--- config.mk ---
export PLATFORM = sky130hd
export DESIGN_NAME = bb3_queue
export DESIGN_NICKNAME = d
export VERILOG_FILES = /design/src/rtl/core/bb3_pkg.sv /design/src/rtl/core/bb3_queue.sv
export SDC_FILE = /design/constraint.sdc
export NUM_CORES = 1
export LEC_CHECK = 0
export BUFFER_PORTS_ARGS = -buffer_cell sky130_fd_sc_hd__buf_2
export CAP_MARGIN = 30
export CORE_MARGIN = 1
export CORE_UTILIZATION = 35
export CTS_BUF_LIST = sky130_fd_sc_hd__clkbuf_2
export CTS_CLUSTER_SIZE = 10
export DETAILED_ROUTE_END_ITERATION = 8
export HOLD_SLACK_MARGIN = 0.15
export PLACE_DENSITY = 0.63
export SYNTH_ARGS = -nofsm -noshare
export SYNTH_HDL_FRONTEND = slang
export SYNTH_SLANG_ARGS = --single-unit
--- constraint.sdc ---
create_clock -name clock -period 5.5 [get_ports clock]
set_input_delay 0 -clock clock [delete_from_list [all_inputs] [get_ports clock]]
set_output_delay 0 -clock clock [all_outputs]
set_load 0.03 [all_outputs]
--- src/rtl/core/bb3_pkg.sv ---
// ----------------------------------------------------------------------------
// bb3_pkg
// Shared constants, types and helpers of the 3x3 box blur.
// ----------------------------------------------------------------------------
`default_nettype none

package bb3_pkg;

   localparam int MaxWidth      = 1024;
   localparam int ChannelBits   = 8;
   localparam int ColBits       = $clog2(MaxWidth);
   localparam int RowBits       = 16;
   localparam int CfgWidthBits  = 11;
   localparam int CfgHeightBits = 16;
   localparam int PixBits       = 3 * ChannelBits;
   localparam int ColSumBits    = ChannelBits + 2;
   localparam int SumBits       = ChannelBits + 4;
   localparam int RecipShift    = SumBits + 4;
   localparam int Recip9        = (2 ** RecipShift) / 9 + 1;
   localparam int QueueDepth    = 4;
   localparam int QPtrBits      = $clog2(QueueDepth);
   localparam int QCntBits      = QPtrBits + 1;
   localparam int CsrIndexBits  = 4;
   localparam int CsrDataBits   = 16;

   localparam int FrameWidthReset  = 640;
   localparam int FrameHeightReset = 480;

   localparam logic [CsrIndexBits-1:0] RegFrameWidth  = CsrIndexBits'(0);
   localparam logic [CsrIndexBits-1:0] RegFrameHeight = CsrIndexBits'(1);

   typedef struct packed {
      logic [ChannelBits-1:0] red;
      logic [ChannelBits-1:0] green;
      logic [ChannelBits-1:0] blue;
   } pixel_type;

   typedef struct packed {
      logic [SumBits-1:0] red;
      logic [SumBits-1:0] green;
      logic [SumBits-1:0] blue;
   } sum_type;

   typedef struct packed {
      logic [ColBits-1:0] pos_x;
      logic [RowBits-1:0] pos_y;
      pixel_type          pix;
      sum_type            sum;
      logic               do_centre;
      logic               do_border;
   } job_type;

   function automatic logic [ChannelBits-1:0] div9(input logic [SumBits-1:0] s);
      logic [SumBits+RecipShift-1:0] p;
      p = (SumBits + RecipShift)'(s) * (SumBits + RecipShift)'(Recip9);
      return p[RecipShift +: ChannelBits];
   endfunction

endpackage

`default_nettype wire

--- src/rtl/core/bb3_queue.sv ---
// ----------------------------------------------------------------------------
// bb3_queue
// Short job queue between the pixel front end and the result stage.
// ----------------------------------------------------------------------------
`default_nettype none

module bb3_queue (
   input  wire logic                          clock,
   input  wire logic                          reset,
   input  wire logic                          push,
   input  wire bb3_pkg::job_type              push_job,
   input  wire logic                          pop,
   output bb3_pkg::job_type                   head,
   output logic                               head_valid,
   output logic [bb3_pkg::QCntBits-1:0]       count
);

   localparam int PB = bb3_pkg::QPtrBits;
   localparam int NB = bb3_pkg::QCntBits;

   bb3_pkg::job_type   slot_ff [bb3_pkg::QueueDepth];
   logic [PB-1:0]      wr_ptr_ff, wr_ptr_in, rd_ptr_ff, rd_ptr_in;
   logic [NB-1:0]      count_ff, count_in;
   logic               do_pop;

   assign do_pop     = pop && count_ff != '0;
   assign head       = slot_ff[rd_ptr_ff];
   assign head_valid = count_ff != '0;
   assign count      = count_ff;

   always_comb begin
      wr_ptr_in = push   ? wr_ptr_ff + PB'(1) : wr_ptr_ff;
      rd_ptr_in = do_pop ? rd_ptr_ff + PB'(1) : rd_ptr_ff;
      count_in  = count_ff + NB'(push) - NB'(do_pop);
   end

   always_ff @(posedge clock) begin
      if (reset) begin
         wr_ptr_ff <= '0;
         rd_ptr_ff <= '0;
         count_ff  <= '0;
      end else begin
         wr_ptr_ff <= wr_ptr_in;
         rd_ptr_ff <= rd_ptr_in;
         count_ff  <= count_in;
      end
   end

   always_ff @(posedge clock) begin
      if (push) begin
         slot_ff[wr_ptr_ff] <= push_job;
      end
   end

endmodule

`default_nettype wire

### After elaboration in Yosys (flattened, before gate mapping)

Memory sizes are Yosys's and may differ from the RTL's. A register that Yosys moved wholly into a read port is not among the register bits.
Cells that the tools add are included.

* memory bits (writable): 352
* output and inout port bits: 92
* bits in registers: 7
* memories kept: 1
* input bits: 92

Memory list
* slot_ff: depth 4, width 88, rd ports 1, clocked after memory_dff 1, wr ports 1, RTL line bb3_queue.sv:21 `bb3_pkg::job_type slot_ff [bb3_pkg::QueueDepth];`

* muxes and demuxes: 4
* $add $sub $neg: 4
* reductions and logical operators: 2

Operators by type and width (number)
* adder 2 x 1 -> 2 bit, second input constant: 2
* two-way mux 2 bit: 2
* adder 3 x 1 -> 3 bit: 1
* nonzero test 3 bit: 1
* subtractor 3 x 1 -> 3 bit: 1
* two-way mux 1 bit: 2
* logical AND 1 bit: 1

### Logic depth before layout (Yosys ltp)

Gate-level depths: netlist of run 1.

* depth in word-level cells: 4
* mapped depth: 7
* mapped depth without buffers: 7

### Least setup slack after synthesis of run 1

OpenSTA, ideal clock, no wires.

* path type: reg2reg
* start point: reg wr_ptr_ff[0]
* end point: mem slot_ff[0][0] (netlist bit), enable pin
* setup slack: 2459 ps
* setup time: 456 ps
* stages on the path, launching flop included: 4
* clock period less this slack: 3041 ps
* data required time: 5044 ps
* arrival: 2585 ps
* cells stage by stage: dfxtp_1 > inv_1 > ha_1 > and2_1

RTL lines
* start: declaration: RTL line bb3_queue.sv:22 `logic [PB-1:0] wr_ptr_ff, wr_ptr_in, rd_ptr_ff, rd_ptr_in;`
* start signal: assignment: RTL line bb3_queue.sv:43 `wr_ptr_ff <= wr_ptr_in;`
* end: declaration: RTL line bb3_queue.sv:21

No word-level cell before the write port.

==> results_dict.tcl, run 1 <==
set metrics [dict create \
    synthFlopType "edfxtp_1" \
    multiInputGateArea_um2 2260 \
    finalSetupViolations 0 \
    yosysSeqAreaShare_pct 81.7 \
    yosys.area.top_type "edfxtp_1" \
    slowest_delay_ns 0.89 \
    dr.pass1.iters 5 \
    path_cells "buf_12, mux4_2, buf_2" \
    synth.area.top_cells "edfxtp_1 80%, mux4_2 15%, dfxtp_1 1.4%, ha_1 0.57%, buf_2 0.38%" \
    grt_pass1_wl_mm 40.2 \
    slowest_stage "dfxtp_4" \
    cp.buffers_inverters 2 \
    fin_crit_sh_pct 56.3 \
    worstPathArrival_ns 3.10 \
    num_vias 6790 \
    synth_edf_count 352 \
    clockRootBuffer "clkbuf_2" \
    hold_viol 0 \
    io_pins 184 \
    maxCapViolations 0 \
    antenna_found_initial 2 \
    post-route-min-period_ns 3.10 \
    crit_family "flip-flops" \
    ir_drop_uv 216 \
    gr-usage-met2_pct 22.4 \
    drtIter0Drc 303 \
    tightestPinTransition_ns 0.861 \
    critical_path_class "flip-flop to output port" \
    core_um2 36800 \
    synth_cells 505 \
    synthDistinctLibCells 21 \
    drive_gt1_share_pct 42.1 \
    wirelength_mm 26.4 \
    ant_nets 0 \
    syn_to_final_growth_pct 31.0 \
    rows 70 \
    synth.top_cells.by_count "352 x edfxtp_1, 88 x mux4_2, 10 x buf_2, 9 x dfxtp_1, 7 x clkbuf_1" \
    clkSinkCount 361 \
    ff_latch_area_um2 10800 \
    setup_slack_ns 2.40 \
    end_kind "output port" \
    fill_cells 3180 \
    rsz0062_at_grt "false" \
    worstPathRequired_ns 5.50 \
    syn_nets 604 \
    synth_seq_cells 361 \
    timing.fmax_mhz 323 \
    die-area_um2 38400 \
    start_util_pct 35.8 \
    grt_use_met1_pct 17.8 \
    async_flop_share_pct 0 \
    synth_top_area_share_pct 80.3 \
    clk_pin_slew_ns 0.10 \
    met3_usage_pct 4.06 \
    synth_area_um2 13200 \
    post-synth-top-count-cell "edfxtp_1" \
    cts_made_buffers 90 \
    die_w_um 196 \
    drc 0 \
    routedWlPerCell_um 18.0 \
    status "finished clean" \
    h-tree-depth 3 \
    die_h_um 196 \
    port-buffer-count 183 \
    cts_setup_buffers 0 \
    fin_setup_tns_ns 0 \
    nNetsFinal 1048 \
    finClkSkew_ns 0.0384 \
    dp_slack_ns 3.13 \
    whs_ns 0.427 \
    synth.avg_cell_area_um2 26.1 \
    crit_path_max_fanout 50 \
    drv_slew 0 \
    hpwl_mm 14.8 \
    min_path_type "input pin to flip-flop" \
    clk_path_buf_depth 3 \
    place_congestion 0.668 \
    viasPerCell 4.62 \
    power-per-cell-area_nw_per_um2 382 \
    relSlewSlack_pct 42.6 \
    clkLatencyLatePin_ns 0.89 \
    busiest_layer "met2" \
    ys_warn_count 0 \
    grt_pass1_vias 7526 \
    grt_max_degree 55 \
    leakage_nw 6.04 \
    grt-ovfl-total 0 \
    track_usage_pct 14.0 \
    start_kind "flip-flop" \
    tritoncts "yes" \
]
[kinds of logic (layout without fill, tap and decap cells)]
group,after synthesis,count (layout),share of synthesized area [%]
other cells,0,2,0
flops,361,361,81.7
xor+xnor,2,2,0.247
fa+ha+maj,7,7,0.723
buf+inv,27,522,1.22
simple gates,14,14,0.571
mux,92,92,15.4
compound gates,2,2,0.133
[flip-flops by register name (all words and copies together), names as in the netlist, named ones only]
name and count:
rd_ptr_ff 2, wr_ptr_ff 2, count 3, slot_ff 352
[per-layer routing]
layer  part of all wire [%]  vias up
li1                       -     3105
met5                      0        -
met3                    5.7       29
met2                     49      213
met4                    1.5        0
met1                     44     3443
[repair_timing]
item,CTS,global route
hold buffers,184,0
gates resized for setup,0,0
endpoints found under the hold margin,566,0
[worst register-to-register path, stage by stage, from the launching register on]
cell and delay, ns:
dfxtp_1 0.36, inv_1 0.10, ha_1 0.15, and2_4 0.71, buf_4 0.62
[power by group]
part / internal (W) / switching, W / total, W
logic: 0.000662 / 0.000890 / 0.00155
clock network: 0.000748 / 0.000988 / 0.00174
registers: 0.00317 / 0.000119 / 0.00329
[per-stage QoR]
step | cell area, um^2 | utilization, % | cells | power, W
2_1_floorplan | 13200 | - | 505 | 0.00442
5_1_grt | 17200 | 46.8 | 1470 | 0.00690
3_5_place_dp | 14600 | 39.7 | 1141 | 0.00483
3_3_place_gp | 14600 | 39.7 | 1141 | 0.00482
4_1_cts | 17200 | 46.8 | 1468 | 0.00670
6_report | 17200 | 46.8 | 1470 | 0.00657
[placed cells by master, fill, tap and decap left out, types with 6 or more instances in the layout]
cell type / count
dfxtp_1: 7
dlygate4sd3_1: 184
ha_1: 6
mux4_2: 88
edfxtp_1: 352
inv_1: 6
clkinv_1: 8
buf_2: 183
clkbuf_2: 127
[layout make-up]
cell class                      count  share of cell area, %
Sequential cell                   361                   62.4
Timing Repair Buffer              373                   16.3
Multi-Input combinational cell    117                   13.1
Clock buffer                      127                   3.69
Tap cell                          468                   3.40
Clock inverter                     16                  0.879
Inverter                            6                  0.131
Antenna cell                        2                 0.0290
[worst paths after layout]
| path | cells after the start | end | startpoint | slack (ns) |
|---|---|---|---|---|
| setup / recovery | 3 | head[65] | flip-flop | 2.40 |
| hold / removal | 3 | slot_ff[2][66] | push_job[66] | 0.43 |
| setup reg to reg | 4 | slot_ff[0][73] | wr_ptr_ff[0] | 3.17 |
| hold reg to reg | 2 | rd_ptr_ff[1] | rd_ptr_ff[1] | 0.58 |
No activity file was read; power rests on OpenSTA's default activity.
==> run 2: changes to the inputs <==
==> constraint.sdc (replaced) <==
create_clock -name clock -period 2.99 [get_ports clock]
set_input_delay 0 -clock clock [delete_from_list [all_inputs] [get_ports clock]]
set_output_delay 0 -clock clock [all_outputs]
set_load 0.03 [all_outputs]
==> run 2 against run 1 <==
Non-clock buffer count increased by 15. Register-to-register slack got worse by 2.9 ns. Via count increased by 1.4%. Utilization grew 0.64 points. Setup slack worse by 2.1 ns. Critical endpoint is now count[2]. Largest cell class unchanged. Worst hold slack lost 0.044 ns. First-iteration DRC count grew 1.3%. Routed wire length is 0.87% higher.
==> results_dict.tcl, run 2 (same netlist as run 1, synthesis figures left out) <==
set metrics [dict create \
    routedWlPerCell_um 17.7 \
    power-per-cell-area_nw_per_um2 700 \
    r2r-start "count[1]" \
    tightestPinTransition_ns 0.578 \
    reg2regPathDepth 8 \
    place_congestion 0.668 \
    crit_top_cell "ha_1" \
    place_inst 1150 \
    syn_to_final_growth_pct 32.7 \
    end_kind "flip-flop" \
    antenna_found_initial 5 \
    setup_slack_ns 0.315 \
    rsz0062_at_grt "false" \
    ir_drop_uv 428 \
    drive_gt1_share_pct 41.9 \
    crit_path_max_fanout 6 \
    die-area_um2 38400 \
    drv_slew 0 \
    cp.buffers_inverters 2 \
    grt_max_degree 52 \
    fin_setup_tns_ns 0 \
    grt_pass1_wl_mm 41.2 \
    crit_family "adder cells" \
    ant_nets 0 \
    pwr-share-seq_pct 48.6 \
    slowest_delay_ns 0.59 \
    dr.pass1.iters 4 \
    path_cells "o31a_1, ha_1, inv_1, ha_1, dlygate4sd3_1, fa_1, xor3_1, nor2_1" \
    whs_endpoint "slot_ff[3][16]" \
    io_pins 184 \
    die_h_um 196 \
    cp_num_cells 8 \
    start_util_pct 35.8 \
    r2r_setup_slack_ns 0.32 \
    timing.fmax_mhz 374 \
    largest_register_ffs 352 \
    clk_pin_slew_ns 0.12 \
    grt-ovfl-total 0 \
    num_vias 6887 \
    switching_share_pct 30.8 \
    dp_slack_ns 1.00 \
    slowest_stage "dlygate4sd3_1" \
    finClkSkew_ns 0.0560 \
    multiInputGateArea_um2 2260 \
    h-tree-depth 3 \
    reg2reg_to "count[2]" \
    nNetsFinal 1064 \
    clkLatencyLatePin_ns 0.93 \
    p_comb_share_pct 24.8 \
    clk_path_buf_depth 3 \
    worstPathArrival_ns 3.48 \
    core_um2 36800 \
    p_clk_share_pct 26.6 \
    hpwl_mm 14.7 \
    final_cell_mix "352 x edfxtp_1, 185 x dlygate4sd3_1, 183 x buf_2, 119 x clkbuf_2, 88 x mux4_2" \
    track_usage_pct 14.3 \
    drc 0 \
    leakage_nw 6.16 \
    largest_register "slot_ff" \
    wirelength_mm 26.6 \
    ff_latch_area_um2 10800 \
    min_path_type "input pin to flip-flop" \
    status "finished clean" \
    maxCapViolations 0 \
    clockRootBuffer "clkbuf_2" \
    power_switching_w 0.00376 \
    p_int_w 0.00847 \
    die_w_um 196 \
    rows 70 \
    fill_cells 3090 \
    cts_made_buffers 91 \
    drtIter0Drc 307 \
    worstPathRequired_ns 3.80 \
    post-route-min-period_ns 2.67 \
    fin_crit_sh_pct 89.5 \
    viasPerCell 4.59 \
    tritoncts "yes" \
    hold_depth 3 \
    start_kind "flip-flop" \
    holdCritStartpoint "push_job[16]" \
    port-buffer-count 183 \
    critical_path_class "flip-flop to flip-flop" \
    layout_commonest_cell "edfxtp_1" \
    clkSinkCount 361 \
    relSlewSlack_pct 61.5 \
    design_area_um2 17500 \
    instances_no_fill 1502 \
    cts_resized 0 \
    detailed_place.area_um2 14700 \
    hold_viol 0 \
    finalSetupViolations 0 \
    grt_pass1_vias 7646 \
]
[run 2: cell count changes in the layout (fill, tap and decap cells not counted)]
cell	previous run	this run
clkinv_1	8	26
dlygate4sd3_1	184	185
inv_2	1	4
diode_2	2	5
clkbuf_2	127	119
buf_4	5	13
clkinv_2	1	5
buf_12	1	7
clkinvlp_4	3	0
[run 2: layer usage]
metal  vias to the layer above  global-route usage [%]  part of all wire (%)
met3                        36                    4.80                   6.6
met5                         -                       0                     0
met2                       226                    23.6                    50
met4                         0                    6.34                   1.8
li1                       3153                       -                     -
met1                      3472                    17.0                    41
[run 2: worst max-delay path by stage]
stage | start | endpoint | slack (ns)
detailed placement | count[1] | count[2] | 1.00
global placement | count[1] | count[2] | 1.05
CTS | flip-flop | head[49] | 0.06
finish | count[1] | count[2] | 0.32
global route | flip-flop | head[60] | 0.08
floorplan | wr_ptr_ff[0] | slot_ff[2][0] | 0.92
[run 2: power groups by stage]
stage / Combinational [W] / Sequential [W] / Clock, W
after global placement: 0.00279 / 0.00608 / 0
after global routing: 0.00324 / 0.00597 / 0.00366
after CTS: 0.00301 / 0.00598 / 0.00342
after detailed placement: 0.00280 / 0.00609 / 0
final: 0.00304 / 0.00594 / 0.00325
after floorplan: 0.00209 / 0.00603 / 0
[run 2: repair_timing]
item / in CTS / in global routing
endpoints found under the setup margin: 0 / 1
hold endpoints to repair: 713 / 0
hold buffers: 185 / 0
buffers inserted: 0 / 5
[run 2: final cells by class]
cell class / instances / area share, %
clock inverter: 38 / 1.30
antenna: 5 / 0.0716
timing repair buffer: 388 / 17.2
tap: 468 / 3.35
multi-input combinational: 117 / 12.9
sequential: 361 / 61.6
inverter: 6 / 0.129
clock buffer: 119 / 3.41
[run 2: stage by stage]
stage                     power [W]  hold WS [ns]  util (%)
final                        0.0122         0.383      47.5
after global routing         0.0129         0.252      47.5
after CTS                    0.0124         0.189      47.3
after detailed placement    0.00889         0.217      40.1
after global placement      0.00887         0.213      40.1
after floorplan             0.00812        0.0989         -
[run 2: tightest hold or removal path: cells and delay by family]
family / cells / cell delay, ns
buf+inv: 3 / 1.20
