**config.mk**
```make
export PLATFORM = sky130hd
export DESIGN_NAME = bb3_back_flat
export DESIGN_NICKNAME = d
export VERILOG_FILES = /design/src/rtl/core/bb3_pkg.sv /design/src/rtl/core/bb3_intf.sv /design/src/rtl/core/bb3_back.sv /design/src/flat_wrapper.sv
export SDC_FILE = /design/constraint.sdc
export NUM_CORES = 1
export LEC_CHECK = 0
export BUFFER_PORTS_ARGS = -buffer_cell sky130_fd_sc_hd__buf_2
export CORE_ASPECT_RATIO = 1.5
export CORE_UTILIZATION = 59
export DETAILED_ROUTE_END_ITERATION = 8
export MAX_ROUTING_LAYER = met4
export PLACE_DENSITY = 0.9
export SYNTH_ARGS = -nofsm -noshare
export SYNTH_HDL_FRONTEND = slang
export SYNTH_SLANG_ARGS = --single-unit
```
**constraint.sdc**
```tcl
create_clock -name clock -period 5.35 [get_ports clock]
set_clock_uncertainty 0.15 [all_clocks]
set_input_delay 0.535 -clock clock [delete_from_list [all_inputs] [get_ports clock]]
set_output_delay 0.535 -clock clock [all_outputs]
set_load 0.01 [all_outputs]
```
**src/rtl/core/bb3_pkg.sv**
```systemverilog
// ----------------------------------------------------------------------------
// bb3_pkg
// Shared constants, types and helpers of the 3x3 box blur.
// ----------------------------------------------------------------------------
`default_nettype none

package bb3_pkg;

   localparam int MaxWidth      = 1024;
   localparam int ChannelBits   = 8;
   localparam int ColBits       = $clog2(MaxWidth);
   localparam int RowBits       = 16;
   localparam int CfgWidthBits  = 11;
   localparam int CfgHeightBits = 16;
   localparam int PixBits       = 3 * ChannelBits;
   localparam int ColSumBits    = ChannelBits + 2;
   localparam int SumBits       = ChannelBits + 4;
   localparam int RecipShift    = SumBits + 4;
   localparam int Recip9        = (2 ** RecipShift) / 9 + 1;
   localparam int QueueDepth    = 4;
   localparam int QPtrBits      = $clog2(QueueDepth);
   localparam int QCntBits      = QPtrBits + 1;
   localparam int CsrIndexBits  = 4;
   localparam int CsrDataBits   = 16;

   localparam int FrameWidthReset  = 640;
   localparam int FrameHeightReset = 480;

   localparam logic [CsrIndexBits-1:0] RegFrameWidth  = CsrIndexBits'(0);
   localparam logic [CsrIndexBits-1:0] RegFrameHeight = CsrIndexBits'(1);

   typedef struct packed {
      logic [ChannelBits-1:0] red;
      logic [ChannelBits-1:0] green;
      logic [ChannelBits-1:0] blue;
   } pixel_type;

   typedef struct packed {
      logic [SumBits-1:0] red;
      logic [SumBits-1:0] green;
      logic [SumBits-1:0] blue;
   } sum_type;

   typedef struct packed {
      logic [ColBits-1:0] pos_x;
      logic [RowBits-1:0] pos_y;
      pixel_type          pix;
      sum_type            sum;
      logic               do_centre;
      logic               do_border;
   } job_type;

   function automatic logic [ChannelBits-1:0] div9(input logic [SumBits-1:0] s);
      logic [SumBits+RecipShift-1:0] p;
      p = (SumBits + RecipShift)'(s) * (SumBits + RecipShift)'(Recip9);
      return p[RecipShift +: ChannelBits];
   endfunction

endpackage

`default_nettype wire

```
**src/rtl/core/bb3_intf.sv**
```systemverilog
// ----------------------------------------------------------------------------
// bb3 channel interfaces
// Pixel request, result and register write channels of the box blur.
// ----------------------------------------------------------------------------
`default_nettype none


interface bb3_rsp_if;
   logic                               valid;
   logic                               ready;
   logic [bb3_pkg::ColBits-1:0]        pos_x;
   logic [bb3_pkg::RowBits-1:0]        pos_y;
   logic [bb3_pkg::ChannelBits-1:0]    out_red;
   logic [bb3_pkg::ChannelBits-1:0]    out_green;
   logic [bb3_pkg::ChannelBits-1:0]    out_blue;
   logic                               is_blurred;
   logic                               last_of_run;
   modport source (output valid, pos_x, pos_y, out_red, out_green, out_blue,
                   is_blurred, last_of_run, input ready);
   modport sink   (input valid, pos_x, pos_y, out_red, out_green, out_blue,
                   is_blurred, last_of_run, output ready);
endinterface


`default_nettype wire

```
**src/rtl/core/bb3_back.sv**
```systemverilog
// ----------------------------------------------------------------------------
// bb3_back
// Result stage: divides window sums by nine and emits up to two results
// per job, blurred centre first, through a registered output.
// ----------------------------------------------------------------------------
`default_nettype none

module bb3_back (
   input  wire logic                 clock,
   input  wire logic                 reset,
   input  wire bb3_pkg::job_type     head,
   input  wire logic                 head_valid,
   output logic                      pop,
   bb3_rsp_if.source                 rsp
);

   localparam int CB = bb3_pkg::ColBits;
   localparam int RB = bb3_pkg::RowBits;

   logic                 valid_ff, valid_in;
   logic                 phase_ff, phase_in;
   logic [CB-1:0]        pos_x_ff;
   logic [RB-1:0]        pos_y_ff;
   bb3_pkg::pixel_type   pix_ff, pix_in, avg;
   logic                 blurred_ff, last_ff, last_in;
   logic                 load, emit_centre;

   assign load        = head_valid && (!valid_ff || rsp.ready);
   assign emit_centre = head.do_centre && !phase_ff;
   assign last_in     = !(emit_centre && head.do_border);
   assign pop         = load && last_in;

   assign avg.red   = bb3_pkg::div9(head.sum.red);
   assign avg.green = bb3_pkg::div9(head.sum.green);
   assign avg.blue  = bb3_pkg::div9(head.sum.blue);
   assign pix_in    = emit_centre ? avg : head.pix;

   always_comb begin
      phase_in = phase_ff;
      valid_in = valid_ff;
      if (load) begin
         phase_in = !last_in;
         valid_in = 1'b1;
      end else if (rsp.ready) begin
         valid_in = 1'b0;
      end
   end

   always_ff @(posedge clock) begin
      if (reset) begin
         valid_ff <= 1'b0;
         phase_ff <= 1'b0;
      end else begin
         valid_ff <= valid_in;
         phase_ff <= phase_in;
      end
   end

   always_ff @(posedge clock) begin
      if (load) begin
         pos_x_ff   <= emit_centre ? head.pos_x - CB'(1) : head.pos_x;
         pos_y_ff   <= emit_centre ? head.pos_y - RB'(1) : head.pos_y;
         pix_ff     <= pix_in;
         blurred_ff <= emit_centre;
         last_ff    <= last_in;
      end
   end

   assign rsp.valid       = valid_ff;
   assign rsp.pos_x       = pos_x_ff;
   assign rsp.pos_y       = pos_y_ff;
   assign rsp.out_red     = pix_ff.red;
   assign rsp.out_green   = pix_ff.green;
   assign rsp.out_blue    = pix_ff.blue;
   assign rsp.is_blurred  = blurred_ff;
   assign rsp.last_of_run = last_ff;

endmodule

`default_nettype wire

```
**src/flat_wrapper.sv**
```systemverilog
// flat-port wrapper written by rule: the top's interface ports become plain ports
module bb3_back_flat 
  (clock, reset, head, head_valid, pop, rsp_valid, rsp_pos_x, rsp_pos_y, rsp_out_red, rsp_out_green, rsp_out_blue, rsp_is_blurred, rsp_last_of_run, rsp_ready);
  bb3_rsp_if rsp_i ();
  input  wire logic clock;
  input  wire logic reset;
  input  wire bb3_pkg::job_type head;
  input  wire logic head_valid;
  output logic pop;
  output wire logic [$bits(rsp_i.valid)-1:0] rsp_valid;
  output wire logic [$bits(rsp_i.pos_x)-1:0] rsp_pos_x;
  output wire logic [$bits(rsp_i.pos_y)-1:0] rsp_pos_y;
  output wire logic [$bits(rsp_i.out_red)-1:0] rsp_out_red;
  output wire logic [$bits(rsp_i.out_green)-1:0] rsp_out_green;
  output wire logic [$bits(rsp_i.out_blue)-1:0] rsp_out_blue;
  output wire logic [$bits(rsp_i.is_blurred)-1:0] rsp_is_blurred;
  output wire logic [$bits(rsp_i.last_of_run)-1:0] rsp_last_of_run;
  input wire logic [$bits(rsp_i.ready)-1:0] rsp_ready;
  assign rsp_valid = rsp_i.valid;
  assign rsp_pos_x = rsp_i.pos_x;
  assign rsp_pos_y = rsp_i.pos_y;
  assign rsp_out_red = rsp_i.out_red;
  assign rsp_out_green = rsp_i.out_green;
  assign rsp_out_blue = rsp_i.out_blue;
  assign rsp_is_blurred = rsp_i.is_blurred;
  assign rsp_last_of_run = rsp_i.last_of_run;
  assign rsp_i.ready = rsp_ready;
  bb3_back u_core (.clock(clock), .reset(reset), .head(head), .head_valid(head_valid), .pop(pop), .rsp(rsp_i));
endmodule
```
Word level (Yosys, flattened, before mapping) --
Index checks and enable logic that the tools add are counted.
Cells by class: add/sub/neg operators 2, multipliers 3, div/mod/pow operators 0, order comparisons 0, eq/ne operators 0, shifts and indexed selects 0, mux-type cells 5, bitwise operators 0, reduce and logical (&&, ||, !) cells 9
Operators by type and width (number):
- $mul A12 B12 Y23 const B | 3
- $mux W24 | 1
- $mux W16 | 1
- $sub A16 B1 Y16 const B | 1
- $mux W10 | 1
- $sub A10 B1 Y10 const B | 1
- $logic_and A1 B1 Y1 | 4
- $logic_not A1 Y1 | 3
- $mux W1 | 2
- $reduce_bool A2 Y1 | 1
- $logic_or A1 B1 Y1 | 1
Storage, ports and cells: bits in registers 54, latch bits 0, memory bits (writable) 0, ROM bits 0, bits of input ports 92, output and inout port bits 54, logic and storage cells 28, memories kept 0

Logic depth before layout (Yosys ltp) --
Gate-level depths: netlist (run 1).
word-level depth 5, mapped depth 19, gate-level depth less buffers 19

Worst setup path before layout (run 1) --
No wires, ideal clock.
path kind input-to-reg, from in head[23] (netlist bit), to reg u_core.pix_ff (netlist bit u_core.rsp.out_green[7]), data pin, library setup time 0.267 ns, data arrival time 4.476 ns, required time 4.933 ns, slack 0.457 ns, stages on the path 19, path buffers 0, cells stage by stage inv_1 > fa_1 > inv_1 > ha_1 > inv_1 > fa_1 > inv_1 > fa_1 > inv_1 > fa_1 > inv_1 > ha_1 > nand2_1 > o21ai_0 > a21oi_1 > o21ai_0 > a221oi_1 > nand4b_1 > nand4_1
RTL lines:
- start, declared | line flat_wrapper.sv:7 | input wire bb3_pkg::job_type head;
- end signal, assigned | line bb3_back.sv:63 | pix_ff <= pix_in;
- end, declared | line bb3_back.sv:24 | bb3_pkg::pixel_type pix_ff, pix_in, avg;

==> reports/metrics.yaml, run 1 <==
outcome:
  outcome: "finished, final reports clean"
critical_path:
  critical_path_required_ns: 5.24
  r2r_slack_ns: 2.83
  cp-start-kind: "input pin"
  critPathMaxFanout: 3
  crit_arrival_ns: 4.99
  crit_path_end: "u_core.rsp.out_blue[5]"
  r2r-end: "u_core.rsp.pos_y[14]"
  endpoint_kind: "flip-flop"
  ff2ff_path_depth: 5
  critical_path_class: "input pin to flip-flop"
  regToRegStartpoint: "u_core.phase_ff"
  critPathLaunch: "head[9]"
layout:
  mostFrequentLayoutCell: "ha_1"
  antennaDiodeCount: 0
  syn_to_final_growth_pct: 13.4
  nNetsFinal: 1353
  drive_gt1_share_pct: 17.6
  fin_cells: 1165
  final_cell_mix: "ha_1, inv_1, buf_2, fa_1, edfxtp_1"
yosys:
  synth_edf_count: 52
  synth_top_area_share_pct: 30.0
  ys_top_cells_by_area: "ha_1, fa_1, edfxtp_1, inv_1, xor2_1"
  ys.flop_type: "edfxtp_1"
  synth-compound-area-share_pct: 8.13
  syn_avg_cell_area_um2: 10.2
  yosys.area.top_type: "ha_1"
  synth_top_family_by_area: "adder cells"
  synth_area_um2: 8420
  synthXorXnorAreaFrac_pct: 5.51
  yosys.area_share.adder_pct: 50.7
  synth_seq_cells: 54
  synth_mux_area_share_pct: 0.119
  synth_seq_area_share_pct: 19.0
  ys_types: 47
  synth-simple-area-share_pct: 8.21
  async_flop_share_pct: 0
  synth_nets: 1206
  yosysWarnings: 0
  syn_inst: 825
sta:
  setup_slack_ns: 0.250
  max_freq_ghz: 0.196
  worst_pin_slew_ns: 1.07
  slew-limit-headroom_pct: 28.8
  min_period_over_period_pct: 95.3
  setup_viol: 0
  period_minus_slack_ns: 5.10
  fin_tns_setup_ns: 0
  maxSlewViolCount: 0
  hold_viol_final: 0
floorplanning:
  die-height_um: 148
  die_w_um: 99.6
  ios: 146
  core_um2: 14000
  dieArea_um2: 14800
  placementRows: 53
  start_util_pct: 60.2
place:
  place_congestion: 0.981
  hpwl_um: 16600
  place_ws_ns: -0.184
  place_inst: 1156
  io_buffers: 145
global_routing:
  grt_pass1_vias: 6687
  grt.total_usage_pct: 26.6
  overflow: 0
  grt_max_degree: 61
  antenna_found_initial: 0
  grt_pass1_wl_um: 29800
clocking:
  clk_pin_slew_worst_paths_ns: 0.07
  clk_latency_ns: 0.29
  tritoncts: "yes"
  ctsRootBufferMaster: "clkbuf_16"
  htreeDepth: 2
  cts_buffers: 5
  cts_hold_buf: 0
  clock_path_buffers: 2
  clock_sinks: 54
detailed_routing:
  drc: 0
  num_vias: 6285
  vias_per_cell: 5.39
  route.detailed.wl_per_inst_um: 15.9
  routed_wl_um: 18600
  ant_nets: 0
  dr.pass1.iters: 4
  drtIter0Drc: 222
worst_hold_path:
  hold_class: "input pin to flip-flop"
power:
  p_per_area_nw_per_um2: 422
  p_leak_nw: 5.17
  vdd_ir_drop_max_v: 0.000230
job:
  maxCapViolCount: 0
-- layer usage --
| metal | global-route usage [%] | wire (um) | vias to the layer above |
|---|---|---|---|
| met4 | 13.3 | 930 | 0 |
| met3 | 3.15 | 688 | 65 |
| met5 | - | 0 | - |
| li1 | - | - | 3063 |
| met2 | 51.4 | 10400 | 182 |
| met1 | 25.6 | 6560 | 2975 |
-- cell usage after synthesis, drive strengths merged, types with 6 or more instances --
library cell  instances
nor3                  8
xor2                 30
clkbuf                9
and3                  7
xnor2                23
inv                 178
nor2                 23
fa                   87
o21ai                37
ha                  202
nand4                10
or3                   6
nand2                45
edfxtp               52
a21o                 15
o31ai                10
a21oi                29
-- where the power goes --
part | total, W | switching (W) | internal [W] | leakage, nW
clock network | 0.000334 | 0.000156 | 0.000179 | 0.0759
registers | 0.000609 | 0.0000212 | 0.000588 | 0.522
logic | 0.00309 | 0.00176 | 0.00133 | 4.57
-- area by class of cell --
| cell class | count | area, um2 |
|---|---|---|
| fill | 1061 | 4440 |
| inverter | 178 | 668 |
| clock buffer | 5 | 125 |
| sequential | 54 | 1600 |
| multi-input combinational | 584 | 6130 |
| timing repair buffer | 149 | 756 |
| clock inverter | 3 | 28.8 |
| tap | 192 | 240 |
-- stage by stage --
stage	hold slack [ns]	power, W	util (%)	instance area (um2)
after CTS	0.250	0.00400	68.1	9530
after floorplan	0.305	0.00282	-	8420
after global placement	0.320	0.00348	67.0	9380
after detailed placement	0.328	0.00364	67.0	9380
final	0.254	0.00403	68.3	9550
after global routing	0.255	0.00448	68.3	9550
-- kinds of logic (layout without fill, tap and decap cells) --
kind of cell / after synthesis / count (layout)
fa+ha+maj: 289 / 289
xor+xnor: 53 / 53
simple gates: 130 / 130
mux: 1 / 1
flops: 54 / 54
buf+inv: 187 / 335
compound gates: 111 / 111
-- state kept, by name (all words and copies together) (netlist names) --
| name | flops |
|---|---|
| u_core.phase_ff | 1 |
| u_core.rsp.is_blurred | 1 |
| u_core.rsp.last_of_run | 1 |
| u_core.rsp.out_blue | 8 |
| u_core.rsp.out_green | 8 |
| u_core.rsp.out_red | 8 |
| u_core.rsp.pos_x | 10 |
| u_core.rsp.pos_y | 16 |
| u_core.rsp.valid | 1 |
-- how the worst min path moves through the flow --
stage                     from               to  cells past startpoint
6_report                 reset  u_core.phase_ff                      2
5_1_grt                  reset  u_core.phase_ff                      2
4_1_cts                  reset  u_core.phase_ff                      2
3_5_place_dp   u_core.phase_ff  u_core.phase_ff                      2
3_3_place_gp   u_core.phase_ff  u_core.phase_ff                      2
2_1_floorplan  u_core.phase_ff  u_core.phase_ff                      2
-- worst max-delay path, stage by stage --
cell	delay, ns
buf_2	0.12
inv_1	0.09
fa_1	0.54
inv_1	0.05
ha_1	0.33
inv_1	0.08
fa_1	0.52
inv_1	0.05
fa_1	0.50
inv_1	0.06
fa_1	0.53
inv_1	0.05
ha_1	0.31
nand4_1	0.11
a21oi_1	0.06
a21oi_2	0.24
o31ai_1	0.09
buf_4	0.15
a21o_1	0.20
a211oi_1	0.24
o21ai_0	0.11
-- repair_timing --
item,CTS,global route
setup endpoints to repair,0,5
gates resized for setup,0,4
buffers inserted,0,1
Note: power is estimated with default switching activity, not from simulation.
==> inputs of run 2 (changes only) <==
CAP_MARGIN = 20   (was not set)
CORE_MARGIN = 2   (was not set)
==> run 2 against run 1 <==
Register-to-register slack worse by 0.05 ns. Non-clock buffer count up 1. Combinational power hardly changed. Core utilization increased by 0.11 points. Clock power is essentially flat. Wire length decreased by 0.17%. Critical path depth unchanged. Sequential share of layout area hardly changed. Via count is 0.43% higher. Global-route usage decreased by 0.75 points. Worst setup slack improved by 0.0060 ns. Critical endpoint is now u_core.rsp.out_blue[7]. Cell count about the same.
==> reports/metrics.yaml, run 2 (same netlist as run 1, synthesis figures left out) <==
power:
  p_leak_nw: 5.17
  vdd_ir_drop_max_v: 0.000247
  p_per_area_nw_per_um2: 419
detailed_routing:
  drtIter0Drc: 186
  route.detailed.wl_per_inst_um: 15.9
  num_vias: 6312
  routed_wl_um: 18500
  ant_nets: 0
  drc: 0
  dr.pass1.iters: 4
  vias_per_cell: 5.41
global_routing:
  grt_pass1_vias: 6916
  grt_pass1_wl_um: 30400
  grt.met1_usage_pct: 25.6
  grt.total_usage_pct: 25.9
  overflow: 0
  grt_max_degree: 61
  grt_use_met3_pct: 3.06
  antenna_found_initial: 0
  globalRouteMet2Util_pct: 49.3
  grt_busiest_layer: "met2"
clocking:
  clock_path_buffers: 2
  clk_latency_ns: 0.29
  cts_hold_buf: 0
  clock_sinks: 54
  ctsRootBufferMaster: "clkbuf_16"
  cts_resized: 0
  tritoncts: "yes"
  cts_setup_buffers: 0
  cts_buffers: 5
  clk_pin_slew_worst_paths_ns: 0.08
  htreeDepth: 2
critical_path:
  cp_slowest_cell: "fa_1"
  critPathMostFrequentCell: "inv_1"
  cp-start-kind: "input pin"
  crit_chain: "buf_2 > inv_1 > fa_1 > inv_1 > ha_1 > inv_1 > fa_1 > inv_1 > fa_1 > inv_1 > fa_1 > inv_1 > ha_1 > nand2_1 > o21ai_0 > a21oi_2 > o31ai_1 > buf_4 > a221oi_1 > xnor2_1 > o21ai_0"
  critical_path_required_ns: 5.22
  critical_path_class: "input pin to flip-flop"
  critPathMaxFanout: 3
  endpoint_kind: "flip-flop"
  crit_arrival_ns: 4.96
  max_stage_delay_ns: 0.55
layout:
  largest_reg_flops: 16
  nNetsFinal: 1354
  antennaDiodeCount: 0
  drive_gt1_share_pct: 17.6
  fin_cells: 1166
  mostFrequentLayoutCell: "ha_1"
  syn_to_final_growth_pct: 13.6
  final_cell_mix: "ha_1, inv_1, buf_2, fa_1, edfxtp_1"
sta:
  worst_pin_slew_ns: 0.565
  setup_viol: 0
  fin_tns_setup_ns: 0
  setup_slack_ns: 0.256
  period_minus_slack_ns: 5.09
  rsz0062_at_grt: "false"
  slew-limit-headroom_pct: 62.3
  max_freq_ghz: 0.196
  hold_viol_final: 0
  maxSlewViolCount: 0
  min_period_over_period_pct: 95.2
floorplanning:
  ios: 146
  start_util_pct: 60.2
  die-height_um: 150
  core_um2: 14000
  placementRows: 53
  dieArea_um2: 15300
  die_w_um: 102
place:
  io_buffers: 145
  place_ws_ns: -0.122
  place_inst: 1157
  place_congestion: 0.986
  hpwl_um: 16600
outcome:
  outcome: "finished, final reports clean"
job:
  maxCapViolCount: 0
worst_hold_path:
  hold_class: "input pin to flip-flop"
## run 2: cell types whose count changed in the layout (fill, tap and decap cells not counted), sizes merged
cell,before,now
buf,149,150
## run 2: worst paths after layout
check	cells past startpoint	startpoint	slack, ns	end
max	21	head[9]	0.26	u_core.rsp.out_blue[7]
min	2	reset	0.25	u_core.rsp.valid
max reg2reg	6	u_core.phase_ff	2.78	u_core.rsp.pos_y[13]
min reg2reg	2	u_core.rsp.valid	0.35	u_core.rsp.valid
## run 2: layer usage
metal,vias to the layer above,part of all wire (%)
met2,172,56
met5,-,0
met3,59,3.4
li1,3072,-
met4,0,4.4
met1,3009,36
## run 2: cell type report
cell class / instances / area [um2]
clock buffer: 5 / 125
tap: 192 / 240
sequential: 54 / 1600
multi-input combinational: 584 / 6130
fill: 1068 / 4420
timing repair buffer: 150 / 776
clock inverter: 3 / 28.8
inverter: 178 / 668
## run 2: power breakdown
group	total (W)	internal, W	switching, W
clock network	0.000332	0.000179	0.000154
registers	0.000610	0.000587	0.0000230
logic	0.00307	0.00132	0.00175
## run 2: per-stage QoR
stage	total power [W]	hold slack (ns)	utilization [%]	cell area, um2
floorplan	0.00282	0.305	-	8420
finish	0.00401	0.255	68.4	9570
global placement	0.00349	0.327	67.1	9390
global route	0.00446	0.261	68.4	9570
CTS	0.00401	0.252	68.2	9540
detailed placement	0.00365	0.337	67.1	9390
## run 2: critical path: cells and delay by family
kind / cells / cell delay (ns)
buffers and inverters: 8 / 0.65
AO/OA/AOI/OAI: 5 / 0.80
XOR/XNOR: 1 / 0.16
adder cells (fa/ha/maj): 6 / 2.73
AND/OR/NAND/NOR: 1 / 0.08
